File: src/rtl/gpb_pkg.sv
`default_nettype none
// ----------------------------------------------------------------------------
// gpb_pkg
// Types, codes and helper functions shared by the particle step block.
// ----------------------------------------------------------------------------
package gpb_pkg;

    localparam int POS_W  = 16;
    localparam int VEL_W  = 24;
    localparam int FRAC_W = 16;
    localparam int MUL_W  = 27;

    localparam logic [1:0] REQ_TICK = 2'd0;
    localparam logic [1:0] REQ_GRAV = 2'd1;
    localparam logic [1:0] REQ_REV  = 2'd2;
    localparam logic [1:0] REQ_LOAD = 2'd3;

    localparam logic [1:0] REG_RADIUS = 2'd0;
    localparam logic [1:0] REG_WIDTH  = 2'd1;
    localparam logic [1:0] REG_HEIGHT = 2'd2;
    localparam logic [1:0] REG_GRAV   = 2'd3;

    // Softening term 0.001 in Q.20.
    localparam logic [53:0] EPS_Q20 = 54'd1049;

    localparam logic signed [VEL_W-1:0] VEL_MAX = {1'b0, {(VEL_W-1){1'b1}}};
    localparam logic signed [VEL_W-1:0] VEL_MIN = {1'b1, {(VEL_W-1){1'b0}}};

    typedef struct packed {
        logic [16:0]              adx;
        logic [16:0]              ady;
        logic                     neg_x;
        logic                     neg_y;
        logic [10:0]              rs;
        logic [23:0]              gconst;
        logic [23:0]              mass;
        logic signed [VEL_W-1:0]  vel_x;
        logic signed [VEL_W-1:0]  vel_y;
    } t_grav_req;

    typedef struct packed {
        logic                     done;
        logic                     hit;
        logic signed [VEL_W-1:0]  vel_x;
        logic signed [VEL_W-1:0]  vel_y;
    } t_grav_res;

    function automatic logic signed [VEL_W-1:0] f_neg_sat(input logic signed [VEL_W-1:0] v);
        logic signed [VEL_W-1:0] r;
        if (v == VEL_MIN) begin
            r = VEL_MAX;
        end else begin
            r = -v;
        end
        return r;
    endfunction

    function automatic logic signed [VEL_W-1:0] f_add_sat(input logic signed [VEL_W-1:0] v,
                                                          input logic signed [25:0] a);
        logic signed [26:0] s;
        logic signed [VEL_W-1:0] r;
        s = 27'(v) + 27'(a);
        if (s > 27'(VEL_MAX)) begin
            r = VEL_MAX;
        end else if (s < 27'(VEL_MIN)) begin
            r = VEL_MIN;
        end else begin
            r = s[VEL_W-1:0];
        end
        return r;
    endfunction

endpackage
`default_nettype wire

File: src/rtl/gpb_mul.sv
`default_nettype none
// ----------------------------------------------------------------------------
// gpb_mul
// Shared unsigned 27x27 multiplier with a registered product.
// ----------------------------------------------------------------------------
module gpb_mul
    import gpb_pkg::*;
(
    input  wire logic               i_clk,
    input  wire logic [MUL_W-1:0]   i_a,
    input  wire logic [MUL_W-1:0]   i_b,
    output logic [2*MUL_W-1:0]      o_p
);

    logic [2*MUL_W-1:0] r_p;

    always_ff @(posedge i_clk) begin
        r_p <= (2*MUL_W)'(i_a) * (2*MUL_W)'(i_b);
    end

    assign o_p = r_p;

endmodule
`default_nettype wire

File: src/rtl/gpb_grav.sv
`default_nettype none
// ----------------------------------------------------------------------------
// gpb_grav
// Gravity sequencer: distance, collision test, square root, and the two
// acceleration divisions, all on one multiplier and one wide subtractor.
// ----------------------------------------------------------------------------
module gpb_grav
    import gpb_pkg::*;
(
    input  wire logic       i_clk,
    input  wire logic       i_rst_n,
    input  wire logic       i_start,
    input  wire t_grav_req  i_req,
    output t_grav_res       o_res,
    output logic            o_busy
);

    localparam logic [3:0] G_IDLE  = 4'd0;
    localparam logic [3:0] G_SQX   = 4'd1;
    localparam logic [3:0] G_SQY   = 4'd2;
    localparam logic [3:0] G_RS    = 4'd3;
    localparam logic [3:0] G_GM    = 4'd4;
    localparam logic [3:0] G_GMCAP = 4'd5;
    localparam logic [3:0] G_SQRT  = 4'd6;
    localparam logic [3:0] G_D0    = 4'd7;
    localparam logic [3:0] G_D1    = 4'd8;
    localparam logic [3:0] G_D2    = 4'd9;
    localparam logic [3:0] G_N0    = 4'd10;
    localparam logic [3:0] G_N1    = 4'd11;
    localparam logic [3:0] G_DIV   = 4'd12;
    localparam logic [3:0] G_ACC   = 4'd13;

    logic [3:0]         r_state;
    logic [4:0]         r_cnt;
    logic               r_comp;
    logic               r_done;
    t_grav_req          r_req;
    logic               r_hit;
    logic [33:0]        r_d2;
    logic [53:0]        r_dq;
    logic [47:0]        r_gm;
    logic [53:0]        r_res;
    logic [53:0]        r_bit;
    logic [80:0]        r_d;
    logic [105:0]       r_rem;
    logic [105:0]       r_dsh;
    logic [25:0]        r_q;

    logic [MUL_W-1:0]   mul_a;
    logic [MUL_W-1:0]   mul_b;
    logic [2*MUL_W-1:0] p;
    logic [53:0]        sq_try;
    logic [105:0]       sub_b;
    logic [106:0]       diff;
    logic               ge;
    logic [16:0]        cur_d;
    logic [24:0]        mag;
    logic signed [25:0] acc;

    gpb_mul u_mul (
        .i_clk (i_clk),
        .i_a   (mul_a),
        .i_b   (mul_b),
        .o_p   (p)
    );

    // Operands for the multiplier; the registered product is used in the next state.
    always_comb begin
        cur_d = r_comp ? r_req.ady : r_req.adx;
        unique case (r_state)
            G_SQX: begin
                mul_a = MUL_W'(r_req.adx);
                mul_b = MUL_W'(r_req.adx);
            end
            G_SQY: begin
                mul_a = MUL_W'(r_req.ady);
                mul_b = MUL_W'(r_req.ady);
            end
            G_RS: begin
                mul_a = MUL_W'(r_req.rs);
                mul_b = MUL_W'(r_req.rs);
            end
            G_GM: begin
                mul_a = MUL_W'(r_req.gconst);
                mul_b = MUL_W'(r_req.mass);
            end
            G_D0: begin
                mul_a = r_dq[26:0];
                mul_b = r_res[26:0];
            end
            G_D1: begin
                mul_a = r_dq[53:27];
                mul_b = r_res[26:0];
            end
            G_D2: begin
                mul_a = MUL_W'(r_gm[23:0]);
                mul_b = MUL_W'(r_req.adx);
            end
            G_N0: begin
                mul_a = MUL_W'(r_gm[47:24]);
                mul_b = MUL_W'(cur_d);
            end
            G_ACC: begin
                mul_a = MUL_W'(r_gm[23:0]);
                mul_b = MUL_W'(r_req.ady);
            end
            default: begin
                mul_a = '0;
                mul_b = '0;
            end
        endcase
    end

    // The one wide subtractor serves the square root and the division.
    always_comb begin
        sq_try = r_res + r_bit;
        sub_b  = (r_state == G_SQRT) ? {52'b0, sq_try} : r_dsh;
        diff   = {1'b0, r_rem} - {1'b0, sub_b};
        ge     = !diff[106];
        mag    = (r_q > 26'd16777216) ? 25'h1000000 : r_q[24:0];
        acc    = (r_comp ? r_req.neg_y : r_req.neg_x) ? -$signed({1'b0, mag})
                                                       : $signed({1'b0, mag});
    end

    always_ff @(posedge i_clk) begin
        if (!i_rst_n) begin
            r_state <= G_IDLE;
            r_done  <= 1'b0;
            r_cnt   <= '0;
            r_comp  <= 1'b0;
        end else begin
            r_done <= 1'b0;
            unique case (r_state)
                G_IDLE: begin
                    if (i_start) begin
                        r_req   <= i_req;
                        r_comp  <= 1'b0;
                        r_state <= G_SQX;
                    end
                end
                G_SQX: r_state <= G_SQY;
                G_SQY: begin
                    r_d2    <= 34'(p);
                    r_state <= G_RS;
                end
                G_RS: begin
                    r_d2    <= r_d2 + 34'(p);
                    r_state <= G_GM;
                end
                G_GM: begin
                    r_hit   <= (54'(r_d2) < p);
                    r_dq    <= {r_d2, 20'b0} + EPS_Q20;
                    r_state <= G_GMCAP;
                end
                G_GMCAP: begin
                    r_gm    <= p[47:0];
                    r_rem   <= {52'b0, r_dq};
                    r_res   <= '0;
                    r_bit   <= 54'd1 << 52;
                    r_cnt   <= 5'd26;
                    r_state <= G_SQRT;
                end
                G_SQRT: begin
                    if (ge) begin
                        r_rem <= diff[105:0];
                        r_res <= (r_res >> 1) + r_bit;
                    end else begin
                        r_res <= r_res >> 1;
                    end
                    r_bit <= r_bit >> 2;
                    r_cnt <= r_cnt - 5'd1;
                    if (r_cnt == 5'd0) begin
                        r_state <= G_D0;
                    end
                end
                G_D0: r_state <= G_D1;
                G_D1: begin
                    r_d     <= {27'b0, p};
                    r_state <= G_D2;
                end
                G_D2: begin
                    r_d     <= r_d + {p, 27'b0};
                    r_state <= G_N0;
                end
                G_N0: begin
                    r_rem   <= {38'b0, p, 14'b0};
                    r_state <= G_N1;
                end
                G_N1: begin
                    r_rem   <= r_rem + {14'b0, p, 38'b0};
                    r_dsh   <= {r_d, 25'b0};
                    r_q     <= '0;
                    r_cnt   <= 5'd25;
                    r_state <= G_DIV;
                end
                G_DIV: begin
                    if (ge) begin
                        r_rem <= diff[105:0];
                    end
                    r_q   <= {r_q[24:0], ge};
                    r_dsh <= r_dsh >> 1;
                    r_cnt <= r_cnt - 5'd1;
                    if (r_cnt == 5'd0) begin
                        r_state <= G_ACC;
                    end
                end
                G_ACC: begin
                    if (!r_comp) begin
                        r_req.vel_x <= f_add_sat(r_req.vel_x, acc);
                        r_comp      <= 1'b1;
                        r_state     <= G_N0;
                    end else begin
                        r_req.vel_y <= f_add_sat(r_req.vel_y, acc);
                        r_done      <= 1'b1;
                        r_state     <= G_IDLE;
                    end
                end
                default: r_state <= G_IDLE;
            endcase
        end
    end

    assign o_res.done  = r_done;
    assign o_res.hit   = r_hit;
    assign o_res.vel_x = r_req.vel_x;
    assign o_res.vel_y = r_req.vel_y;
    assign o_busy      = (r_state != G_IDLE);

endmodule
`default_nettype wire

File: src/rtl/particle_gravity_bounce_step.sv
`default_nettype none
// ----------------------------------------------------------------------------
// particle_gravity_bounce_step
// One particle's position and velocity, updated by tick, gravity, reverse
// and load words, with wall bounces and pairwise gravity.
// ----------------------------------------------------------------------------
// Tick, reverse and load words are accepted when the block is idle and the
// result is ready the next cycle. The sequencer runs a gravity word's squares
// and products on one 27x27 multiplier, then a 27-step square root and two
// 26-step divisions, one bit per cycle on one shared wide subtractor. No new
// word is accepted while a gravity word is in progress or while an unread
// result is held.
module particle_gravity_bounce_step
    import gpb_pkg::*;
(
    input  wire logic                    i_clk,
    input  wire logic                    i_rst_n,
    input  wire logic                    i_in_valid,
    output logic                         o_in_ready,
    input  wire logic [1:0]              i_req_type,
    input  wire logic signed [15:0]      i_x_arg,
    input  wire logic signed [15:0]      i_y_arg,
    input  wire logic [23:0]             i_mass_arg,
    input  wire logic [9:0]              i_radius_arg,
    input  wire logic signed [23:0]      i_vx_arg,
    input  wire logic signed [23:0]      i_vy_arg,
    output logic                         o_out_valid,
    input  wire logic                    i_out_ready,
    output logic signed [15:0]           o_pos_x_out,
    output logic signed [15:0]           o_pos_y_out,
    output logic signed [23:0]           o_vel_x_out,
    output logic signed [23:0]           o_vel_y_out,
    output logic                         o_collided,
    input  wire logic                    psel,
    input  wire logic                    penable,
    input  wire logic                    pwrite,
    input  wire logic [3:0]              paddr,
    input  wire logic [31:0]             pwdata,
    output logic [31:0]                  prdata,
    output logic                         pready
);

    localparam logic T_IDLE = 1'b0;
    localparam logic T_BUSY = 1'b1;

    logic                    r_state;
    logic                    r_out_valid;
    logic [9:0]              r_radius;
    logic [11:0]             r_width;
    logic [11:0]             r_height;
    logic [23:0]             r_grav;
    logic signed [POS_W-1:0] r_pos_x;
    logic signed [POS_W-1:0] r_pos_y;
    logic signed [VEL_W-1:0] r_vel_x;
    logic signed [VEL_W-1:0] r_vel_y;
    logic                    r_hit;

    logic                    in_acc;
    logic                    cfg_wr;
    logic                    grav_start;
    logic                    grav_busy;
    t_grav_req               greq;
    t_grav_res               gres;
    logic signed [16:0]      dx;
    logic signed [16:0]      dy;
    logic signed [17:0]      xs;
    logic signed [17:0]      ys;
    logic signed [17:0]      rr;
    logic signed [17:0]      ww;
    logic signed [17:0]      hh;
    logic signed [POS_W-1:0] n_pos_x;
    logic signed [POS_W-1:0] n_pos_y;
    logic signed [VEL_W-1:0] n_vel_x;
    logic signed [VEL_W-1:0] n_vel_y;

    // Position plus velocity, truncated toward zero to whole pixels.
    function automatic logic signed [17:0] f_advance(input logic signed [POS_W-1:0] pos,
                                                     input logic signed [VEL_W-1:0] vel);
        logic signed [32:0] s;
        s = $signed({pos[POS_W-1], pos, {FRAC_W{1'b0}}}) + 33'(vel);
        if (s[32]) begin
            s = s + 33'sd65535;
        end
        return 18'($signed(s[32:FRAC_W]));
    endfunction

    assign o_in_ready = (r_state == T_IDLE) && (!r_out_valid || i_out_ready);
    assign in_acc     = i_in_valid && o_in_ready;
    assign cfg_wr     = psel && penable && pwrite;
    assign grav_start = in_acc && (i_req_type == REQ_GRAV);
    assign pready     = 1'b1;

    always_comb begin
        dx = 17'(i_x_arg) - 17'(r_pos_x);
        dy = 17'(i_y_arg) - 17'(r_pos_y);
        greq.adx    = dx[16] ? 17'(-dx) : 17'(dx);
        greq.ady    = dy[16] ? 17'(-dy) : 17'(dy);
        greq.neg_x  = dx[16];
        greq.neg_y  = dy[16];
        greq.rs     = 11'(r_radius) + 11'(i_radius_arg);
        greq.gconst = r_grav;
        greq.mass   = i_mass_arg;
        greq.vel_x  = r_vel_x;
        greq.vel_y  = r_vel_y;
    end

    gpb_grav u_grav (
        .i_clk   (i_clk),
        .i_rst_n (i_rst_n),
        .i_start (grav_start),
        .i_req   (greq),
        .o_res   (gres),
        .o_busy  (grav_busy)
    );

    // Tick: move, then bounce off the walls and clamp.
    always_comb begin
        xs = f_advance(r_pos_x, r_vel_x);
        ys = f_advance(r_pos_y, r_vel_y);
        rr = $signed({8'b0, r_radius});
        ww = $signed({6'b0, r_width});
        hh = $signed({6'b0, r_height});
        n_vel_x = r_vel_x;
        n_vel_y = r_vel_y;
        priority if (xs <= rr) begin
            n_vel_x = f_neg_sat(r_vel_x);
            n_pos_x = rr[POS_W-1:0];
        end else if (xs + rr > ww) begin
            n_vel_x = f_neg_sat(r_vel_x);
            n_pos_x = 16'(ww - rr);
        end else begin
            n_pos_x = xs[POS_W-1:0];
        end
        priority if (ys < rr) begin
            n_vel_y = f_neg_sat(r_vel_y);
            n_pos_y = rr[POS_W-1:0];
        end else if (ys + rr > hh) begin
            n_vel_y = f_neg_sat(r_vel_y);
            n_pos_y = 16'(hh - rr);
        end else begin
            n_pos_y = ys[POS_W-1:0];
        end
    end

    always_ff @(posedge i_clk) begin
        if (!i_rst_n) begin
            r_state     <= T_IDLE;
            r_out_valid <= 1'b0;
            r_radius    <= 10'd10;
            r_width     <= 12'd1024;
            r_height    <= 12'd768;
            r_grav      <= 24'd65536;
            r_pos_x     <= '0;
            r_pos_y     <= '0;
            r_vel_x     <= '0;
            r_vel_y     <= '0;
            r_hit       <= 1'b0;
        end else begin
            if (cfg_wr) begin
                unique case (paddr[3:2])
                    REG_RADIUS: r_radius <= pwdata[9:0];
                    REG_WIDTH:  r_width  <= pwdata[11:0];
                    REG_HEIGHT: r_height <= pwdata[11:0];
                    REG_GRAV:   r_grav   <= pwdata[23:0];
                    default:    r_grav   <= r_grav;
                endcase
            end
            if (o_out_valid && i_out_ready && !in_acc) begin
                r_out_valid <= 1'b0;
            end
            if (in_acc) begin
                r_hit <= 1'b0;
                unique case (i_req_type)
                    REQ_TICK: begin
                        r_pos_x     <= n_pos_x;
                        r_pos_y     <= n_pos_y;
                        r_vel_x     <= n_vel_x;
                        r_vel_y     <= n_vel_y;
                        r_out_valid <= 1'b1;
                    end
                    REQ_GRAV: begin
                        r_state     <= T_BUSY;
                        r_out_valid <= 1'b0;
                    end
                    REQ_REV: begin
                        r_vel_x     <= f_neg_sat(r_vel_x);
                        r_vel_y     <= f_neg_sat(r_vel_y);
                        r_out_valid <= 1'b1;
                    end
                    REQ_LOAD: begin
                        r_pos_x     <= i_x_arg;
                        r_pos_y     <= i_y_arg;
                        r_vel_x     <= i_vx_arg;
                        r_vel_y     <= i_vy_arg;
                        r_out_valid <= 1'b1;
                    end
                    default: r_out_valid <= 1'b1;
                endcase
            end
            // The output slot is always empty by the time gravity finishes.
            if (r_state == T_BUSY && gres.done) begin
                r_vel_x     <= gres.vel_x;
                r_vel_y     <= gres.vel_y;
                r_hit       <= gres.hit;
                r_out_valid <= 1'b1;
                r_state     <= T_IDLE;
            end
        end
    end

    always_comb begin
        unique case (paddr[3:2])
            REG_RADIUS: prdata = {22'b0, r_radius};
            REG_WIDTH:  prdata = {20'b0, r_width};
            REG_HEIGHT: prdata = {20'b0, r_height};
            REG_GRAV:   prdata = {8'b0, r_grav};
            default:    prdata = '0;
        endcase
    end

    assign o_out_valid = r_out_valid;
    assign o_pos_x_out = r_pos_x;
    assign o_pos_y_out = r_pos_y;
    assign o_vel_x_out = r_vel_x;
    assign o_vel_y_out = r_vel_y;
    assign o_collided  = r_hit;

    a_busy_no_out: assert property (@(posedge i_clk) disable iff (!i_rst_n)
        (r_state == T_BUSY) |-> !r_out_valid)
        else $error("result held while gravity word in progress");

    a_done_when_busy: assert property (@(posedge i_clk) disable iff (!i_rst_n)
        gres.done |-> (r_state == T_BUSY))
        else $error("gravity unit finished with no word in progress");

    a_start_idle: assert property (@(posedge i_clk) disable iff (!i_rst_n)
        grav_start |-> !grav_busy)
        else $error("gravity word started while unit busy");

    a_hit_grav_only: assert property (@(posedge i_clk) disable iff (!i_rst_n)
        (in_acc && i_req_type != REQ_GRAV) |=> !o_collided)
        else $error("collision flag set on a non-gravity result");

endmodule
`default_nettype wire

File: config.mk
export PLATFORM = sky130hd
export DESIGN_NAME = particle_gravity_bounce_step
export DESIGN_NICKNAME = d
export VERILOG_FILES = /design/src/rtl/gpb_pkg.sv /design/src/rtl/gpb_mul.sv /design/src/rtl/gpb_grav.sv /design/src/rtl/particle_gravity_bounce_step.sv
export SDC_FILE = /design/constraint.sdc
export NUM_CORES = 2
export LEC_CHECK = 0
export CORE_UTILIZATION = 50
export DETAILED_ROUTE_END_ITERATION = 6
export DONT_BUFFER_PORTS = 1
export GPL_TIMING_DRIVEN = 0
export PLACE_DENSITY = 0.64
export SYNTH_ARGS = -nofsm -noshare
export SYNTH_HDL_FRONTEND = slang
export SYNTH_HIERARCHICAL = 1
export SYNTH_SLANG_ARGS = --single-unit
File: constraint.sdc
create_clock -name i_clk -period 7.7 [get_ports i_clk]
set_input_delay 0.385 -clock i_clk [delete_from_list [all_inputs] [get_ports i_clk]]
set_output_delay 0.385 -clock i_clk [all_outputs]
set_load 0.01 [all_outputs]
# After elaboration in Yosys (flattened, before gate mapping)

Index checks and enable logic that the tools add are counted.
W data, S select, Z words.

Bits in registers: 913
Input port bits: 159

Add/subtract/negate cells: 26
$mul: 1
$lt $le $gt $ge: 10
Eq/ne operators: 29
Multiplexer cells: 62
Bitwise gates (word level): 2
Reduce and logical (&&, ||, !) cells: 55

Operators with widths:

| cell                     | count |
|---|---|
| $pmux W106 S4            | 1 |
| $mux W24                 | 16 |
| $pmux W27 S8             | 1 |
| $pmux W54 S2             | 2 |
| $mux W106                | 2 |
| $pmux W106 S2            | 1 |
| $pmux W27 S6             | 1 |
| $pmux W81 S2             | 1 |
| $pmux W24 S3             | 2 |
| $pmux W32 S4             | 1 |
| $sub A106 B106 Y107      | 1 |
| $add A106 B92 Y106       | 1 |
| $mux W16                 | 6 |
| $pmux W48 S2             | 1 |
| $add A81 B81 Y81         | 1 |
| $pmux W34 S2             | 1 |
| $add A32 B24 Y33         | 2 |
| $add A33 B17 Y33 const B | 2 |
| $mux W33                 | 2 |
| $pmux W16 S2             | 2 |
| $pmux W4 S14             | 1 |
| $add A24 B26 Y27         | 2 |
| $add A53 B54 Y54         | 1 |
| $add A54 B11 Y54 const B | 1 |
| other kinds (53)         | 133 |

# Longest topological paths before layout

Word-level depth: 10
Gate-level depth with buffers: 37

# Hierarchy

The synthesis kept the hierarchy.

By module, submodules not included:

| module                       | times used | cells an instance | area an instance (µm²) | sequential area each (µm²) |
|---|---|---|---|---|
| gpb_grav                     | 1          | 5391              | 49471.2                | 20039.2 |
| gpb_mul                      | 1          | 2809              | 24961.4                | 1081.0 |
| particle_gravity_bounce_step | 1          | 2290              | 16789.9                | 2822.7 |

# Least setup slack after synthesis

Ideal clock, no wire load.

Path kind: reg2reg
From: reg u_grav.r_state[1]
To: reg u_grav.u_mul.r_p[52] (netlist: u_grav/u_mul/o_p[52])
Setup time: 0.121 ns
Arrival time: 8.368 ns
Required time: 7.579 ns
Slack: -0.788 ns
Cell stages (with the launch flop): 37
Path buffers: 7
Clock period less this slack: 8.488 ns
Path through: dfxtp_1 -> clkbuf_1 -> nand2b_1 -> clkbuf_1 -> nor3_1 -> a211o_1 -> clkbuf_1 -> clkbuf_1 -> nand2_1 -> nand3_1 -> clkbuf_1 -> clkbuf_1 -> nand2_1 -> fa_1 -> inv_1 -> fa_1 -> inv_1 -> fa_1 -> fa_1 -> inv_1 -> fa_1 -> fa_1 -> inv_1 -> fa_1 -> inv_1 -> ha_1 -> buf_6 -> a21oi_2 -> o21ai_1 -> a31oi_1 -> o221ai_1 -> a211oi_2 -> nor2_2 -> a211o_1 -> a21oi_2 -> o21ai_2 -> xor2_1

Longest elaborated chain between the ends: 4
Elaborated cells on any way between the ends: 16
Classes of those cells: mul: 1; eq/ne: 9; mux: 2; reduce/logical: 4

Ends and longest elaborated chain:

| item                                       | RTL line        | text |
|---|---|---|
| start: declaration                         | gpb_grav.sv:33  | `logic [3:0] r_state;` |
| start signal: assignment                   | gpb_grav.sv:127 | `r_state <= G_IDLE;` |
| start signal: assignment                   | gpb_grav.sv:138 | `r_state <= G_SQX;` |
| start signal: assignment                   | gpb_grav.sv:141 | `G_SQX: r_state <= G_SQY;` |
| $eq A4 B2 Y1, or another cell as far along | gpb_grav.sv:70  | `unique case (r_state)` |
| $reduce_or A2 Y1 (no source line)          | -               |  |
| $pmux W27 S6 *                             | gpb_grav.sv:70  |  |
| via u_grav.mul_b[3]                        | gpb_grav.sv:50  | `logic [MUL_W-1:0] mul_b;` |
| $mul A27 B27 Y54 *                         | gpb_mul.sv:18   | `r_p <= (2*MUL_W)'(i_a) * (2*MUL_W)'(i_b);` |
| end signal: assignment                     | gpb_mul.sv:18   |  |
| end: declaration                           | gpb_mul.sv:15   | `logic [2*MUL_W-1:0] r_p;` |

Mark *: on every way through the listed nets, which the timed path passes. The rest lies on a longest branch.
A chain may end at the register's enable or synchronous reset.

# Worst setup path after layout

From: reg u_grav.r_state[1]
To: reg u_grav.u_mul.r_p[53] (netlist: u_grav/u_mul/o_p[53])

Longest elaborated chain between the ends: 4
Elaborated cells on any way between the ends: 16
Classes of those cells: mul: 1; eq/ne: 9; mux: 2; reduce/logical: 4

Ends and longest elaborated chain:

| item                              | RTL line       | text |
|---|---|---|
| $eq A4 B4 Y1                      | gpb_grav.sv:70 |  |
| $reduce_or A2 Y1 (no source line) | -              |  |
| $pmux W27 S8 *                    | gpb_grav.sv:70 |  |
| via u_grav.mul_a[4]               | gpb_grav.sv:49 | `logic [MUL_W-1:0] mul_a;` |
| $mul A27 B27 Y54 *                | gpb_mul.sv:18  |  |

Marked as above.

==> flow_results.xml <==
<?xml version="1.0" encoding="UTF-8"?>
<metrics>
  <group name="global_routing">
    <metric name="grt_overflow" unit="">0</metric>
    <metric name="grt_pass1_wl" unit="um">549000</metric>
    <metric name="grt_start_max_net_pins" unit="">68</metric>
    <metric name="grtUsageTotal" unit="%">40.6</metric>
    <metric name="first_global_vias" unit="">81040</metric>
    <metric name="initial_antenna_violation_count" unit="">45</metric>
  </group>
  <group name="detailed_routing">
    <metric name="drtAntennaViolNets" unit="">0</metric>
    <metric name="route.detailed.vias_per_inst" unit="">6.30</metric>
    <metric name="wirelength" unit="um">386000</metric>
    <metric name="drc_errors" unit="">1</metric>
    <metric name="routed-via-count" unit="">84940</metric>
    <metric name="first_pass_iters" unit="">7</metric>
    <metric name="wl_per_cell" unit="um">28.6</metric>
    <metric name="detail_route.iter0.violations" unit="">10173</metric>
  </group>
  <group name="clock_network">
    <metric name="ctsLongestPathBuffers" unit="">3</metric>
    <metric name="number_of_cts_inserted_buffers" unit="">103</metric>
    <metric name="tritoncts" unit="">yes</metric>
    <metric name="cts.clk_slew.worst_paths" unit="ns">0.07</metric>
    <metric name="clock_tree.root_cell" unit="">sky130_fd_sc_hd__clkbuf_16</metric>
    <metric name="cts_max_level" unit="">3</metric>
    <metric name="clkSinkCount" unit="">866</metric>
    <metric name="worst_skew_pair_later_pin_latency" unit="ns">0.79</metric>
  </group>
  <group name="place">
    <metric name="dpl_cell_area" unit="um^2">94800</metric>
    <metric name="place.port_buffers" unit="">0</metric>
    <metric name="globalplace.congestion" unit="">1.05</metric>
    <metric name="dp_hpwl" unit="um">300000</metric>
  </group>
  <group name="sta">
    <metric name="setup_ws" unit="ns">-0.813</metric>
    <metric name="worstMarginPinSlew" unit="ns">1.44</metric>
    <metric name="final-setup-viol-count" unit="">33</metric>
    <metric name="timing.final.max_slew_violations" unit="">0</metric>
    <metric name="hold_viol_final" unit="">0</metric>
    <metric name="post-route-period-util" unit="%">111</metric>
    <metric name="worst_slew_margin_rel" unit="%">3.81</metric>
    <metric name="clock-skew-final" unit="ns">0.0750</metric>
    <metric name="setup_repair_after_global_routing_missed_its_margin" unit="">yes</metric>
    <metric name="max_clock_freq" unit="MHz">117</metric>
    <metric name="final.min_clock_period" unit="ns">8.51</metric>
  </group>
  <group name="power_and_ir_drop">
    <metric name="power_leakage" unit="nW">44.8</metric>
    <metric name="cellPowerDensity" unit="nW/um^2">179</metric>
    <metric name="total_power" unit="mW">18.8</metric>
    <metric name="irDropWorstVdd" unit="mV">0.201</metric>
  </group>
  <group name="floorplanning">
    <metric name="die-area" unit="um^2">184000</metric>
    <metric name="floorplan.die.width" unit="um">429</metric>
    <metric name="core-area" unit="um^2">181000</metric>
    <metric name="die_y" unit="um">429</metric>
    <metric name="num_rows" unit="">156</metric>
    <metric name="initial_utilization" unit="%">50.4</metric>
    <metric name="design.portCount" unit="">275</metric>
  </group>
  <group name="synthesis">
    <metric name="syn-mean-instance-area" unit="um^2">8.70</metric>
    <metric name="synth_area" unit="um^2">91200</metric>
    <metric name="synthesis.yosys.warnings" unit="">6</metric>
    <metric name="postSynthCellCount" unit="">10489</metric>
  </group>
  <group name="critical_path">
    <metric name="critical_path_peak_fanout" unit="">10</metric>
    <metric name="critPathCaptureType" unit="">flop</metric>
    <metric name="timing.critical_path.slowest_cell_delay" unit="ns">0.58</metric>
    <metric name="worst-endpoint-arrival" unit="ns">9.14</metric>
    <metric name="slowest_stage" unit="">sky130_fd_sc_hd__fa_1</metric>
    <metric name="worst-endpoint-required" unit="ns">8.33</metric>
    <metric name="critical_path_class" unit="">reg2reg</metric>
    <metric name="critPathLaunchType" unit="">flop</metric>
    <metric name="worst_path_most_repeated_cell" unit="">sky130_fd_sc_hd__fa_1</metric>
  </group>
  <group name="layout">
    <metric name="layout.filler_cells" unit="">16098</metric>
    <metric name="design_area" unit="um^2">105000</metric>
    <metric name="areaGrowthSynthToFinish" unit="%">15.5</metric>
    <metric name="area.sequential" unit="um^2">24000</metric>
    <metric name="combined_area_of_the_multi_input_logic_cells" unit="um^2">62700</metric>
    <metric name="share_of_final_layout_standard_cells_stronger_than_drive_strength_1" unit="%">11.8</metric>
    <metric name="fin_nets" unit="">12545</metric>
  </group>
  <group name="status">
    <metric name="status" unit="">finished with violations</metric>
    <metric name="violations" unit="">DRC, setup timing</metric>
  </group>
  <group name="job">
    <metric name="cap_viol_max_count" unit="">0</metric>
  </group>
  <group name="hold_path">
    <metric name="worstHoldPathType" unit="">in2reg</metric>
  </group>
</metrics>
==> cell type report <==
type / count / share of cell area, %
inverters: 1082 / 3.86
multi-input cells: 7954 / 59.5
plain buffers: 558 / 3.71
flip-flops and latches: 866 / 22.8
clock buffers: 129 / 2.61
repair buffers: 424 / 3.97
diodes: 33 / 0.0784
well taps: 2370 / 2.81
clock inverters: 67 / 0.704
==> final timing paths <==
kind	from	endpoint	slack (ns)	cells after the start
max	u_grav/r_state[1]	u_grav/u_mul/o_p[53]	-0.81	31
max reg2reg	u_grav/r_state[1]	u_grav/u_mul/o_p[53]	-0.81	31
min reg2reg	u_grav/r_d2[16]	u_grav/r_dq[36]	0.44	0
min	i_y_arg[6]	o_pos_y_out[6]	0.05	3
==> registers in the layout, summed over array words and instances, names as in the netlist, 12 cells and up <==
name,cells
o_pos_x_out,16
o_pos_y_out,16
o_vel_x_out,24
o_vel_y_out,24
r_grav,24
r_height,12
r_width,12
u_grav/o_res,48
u_grav/r_bit,27
u_grav/r_d,81
u_grav/r_d2,34
u_grav/r_dq,34
u_grav/r_dsh,106
u_grav/r_gm,48
u_grav/r_q,26
u_grav/r_rem,106
u_grav/r_req,95
u_grav/r_res,54
u_grav/u_mul/o_p,54
==> layout by cell type (no fill, tap or decap), types with 126 or more instances in the layout <==
master	n
sky130_fd_sc_hd__edfxtp_1	660
sky130_fd_sc_hd__dfxtp_1	178
sky130_fd_sc_hd__buf_4	319
sky130_fd_sc_hd__o21ai_0	497
sky130_fd_sc_hd__nor2_1	569
sky130_fd_sc_hd__nor3_1	129
sky130_fd_sc_hd__inv_1	1029
sky130_fd_sc_hd__clkbuf_1	267
sky130_fd_sc_hd__xor2_1	213
sky130_fd_sc_hd__fa_1	597
sky130_fd_sc_hd__xnor2_1	329
sky130_fd_sc_hd__ha_1	736
sky130_fd_sc_hd__nand3_1	147
sky130_fd_sc_hd__nand2_1	1491
sky130_fd_sc_hd__a21o_1	190
sky130_fd_sc_hd__and2_1	380
sky130_fd_sc_hd__a21oi_1	631
sky130_fd_sc_hd__dlygate4sd3_1	139
sky130_fd_sc_hd__clkbuf_16	126
==> repair_timing <==
item	in CTS	in global routing
endpoints found under the hold margin	214	0
pin swaps	152	190
hold buffers	139	0
buffers inserted	146	116
cloned	4	4
endpoints found under the setup margin	300	336
resized for setup	624	307
==> layer usage <==
| layer | track usage (%) | vias up | routed length, um |
|---|---|---|---|
| met4 | 24.5 | 8 | 26600 |
| met3 | 10.2 | 1027 | 46500 |
| met1 | 53.6 | 41383 | 149000 |
| li1 | - | 37394 | - |
| met2 | 59.8 | 5128 | 163000 |
| met5 | 0 | - | 55 |
==> worst max-delay path: cells and delay by family (launching register included) <==
kind            cells  cell delay (ns)
fa+ha+maj           8             3.80
compound gates     10             1.98
buf+inv             8             1.37
simple gates        4             0.70
flops               1             0.34
xor+xnor            1             0.09
==> stage by stage <==
step | utilization (%) | setup slack [ns] | TNS [ns] | instances | hold WS, ns
after floorplan | - | -0.0898 | -0.0898 | 10496 | 0.422
after global placement | 52.1 | -3.41 | -582.43 | 12866 | 0.438
after detailed placement | 52.4 | -3.24 | -253.58 | 12888 | 0.438
after CTS | 57.1 | -0.748 | -11.65 | 13339 | 0.00138
after global routing | 58.2 | -0.943 | -19.70 | 13463 | 0.0595
final | 58.2 | -0.813 | -16.33 | 13483 | 0.0462
==> power breakdown <==
group	leakage [nW]	switching [mW]	total (mW)	internal, mW
clock network	1.67	2.28	5.14	2.86
logic	35.3	4.72	7.78	3.06
registers	7.87	0.675	5.93	5.26
total	44.8	7.67	18.8	11.2
Power figures use the tool's default switching activity.
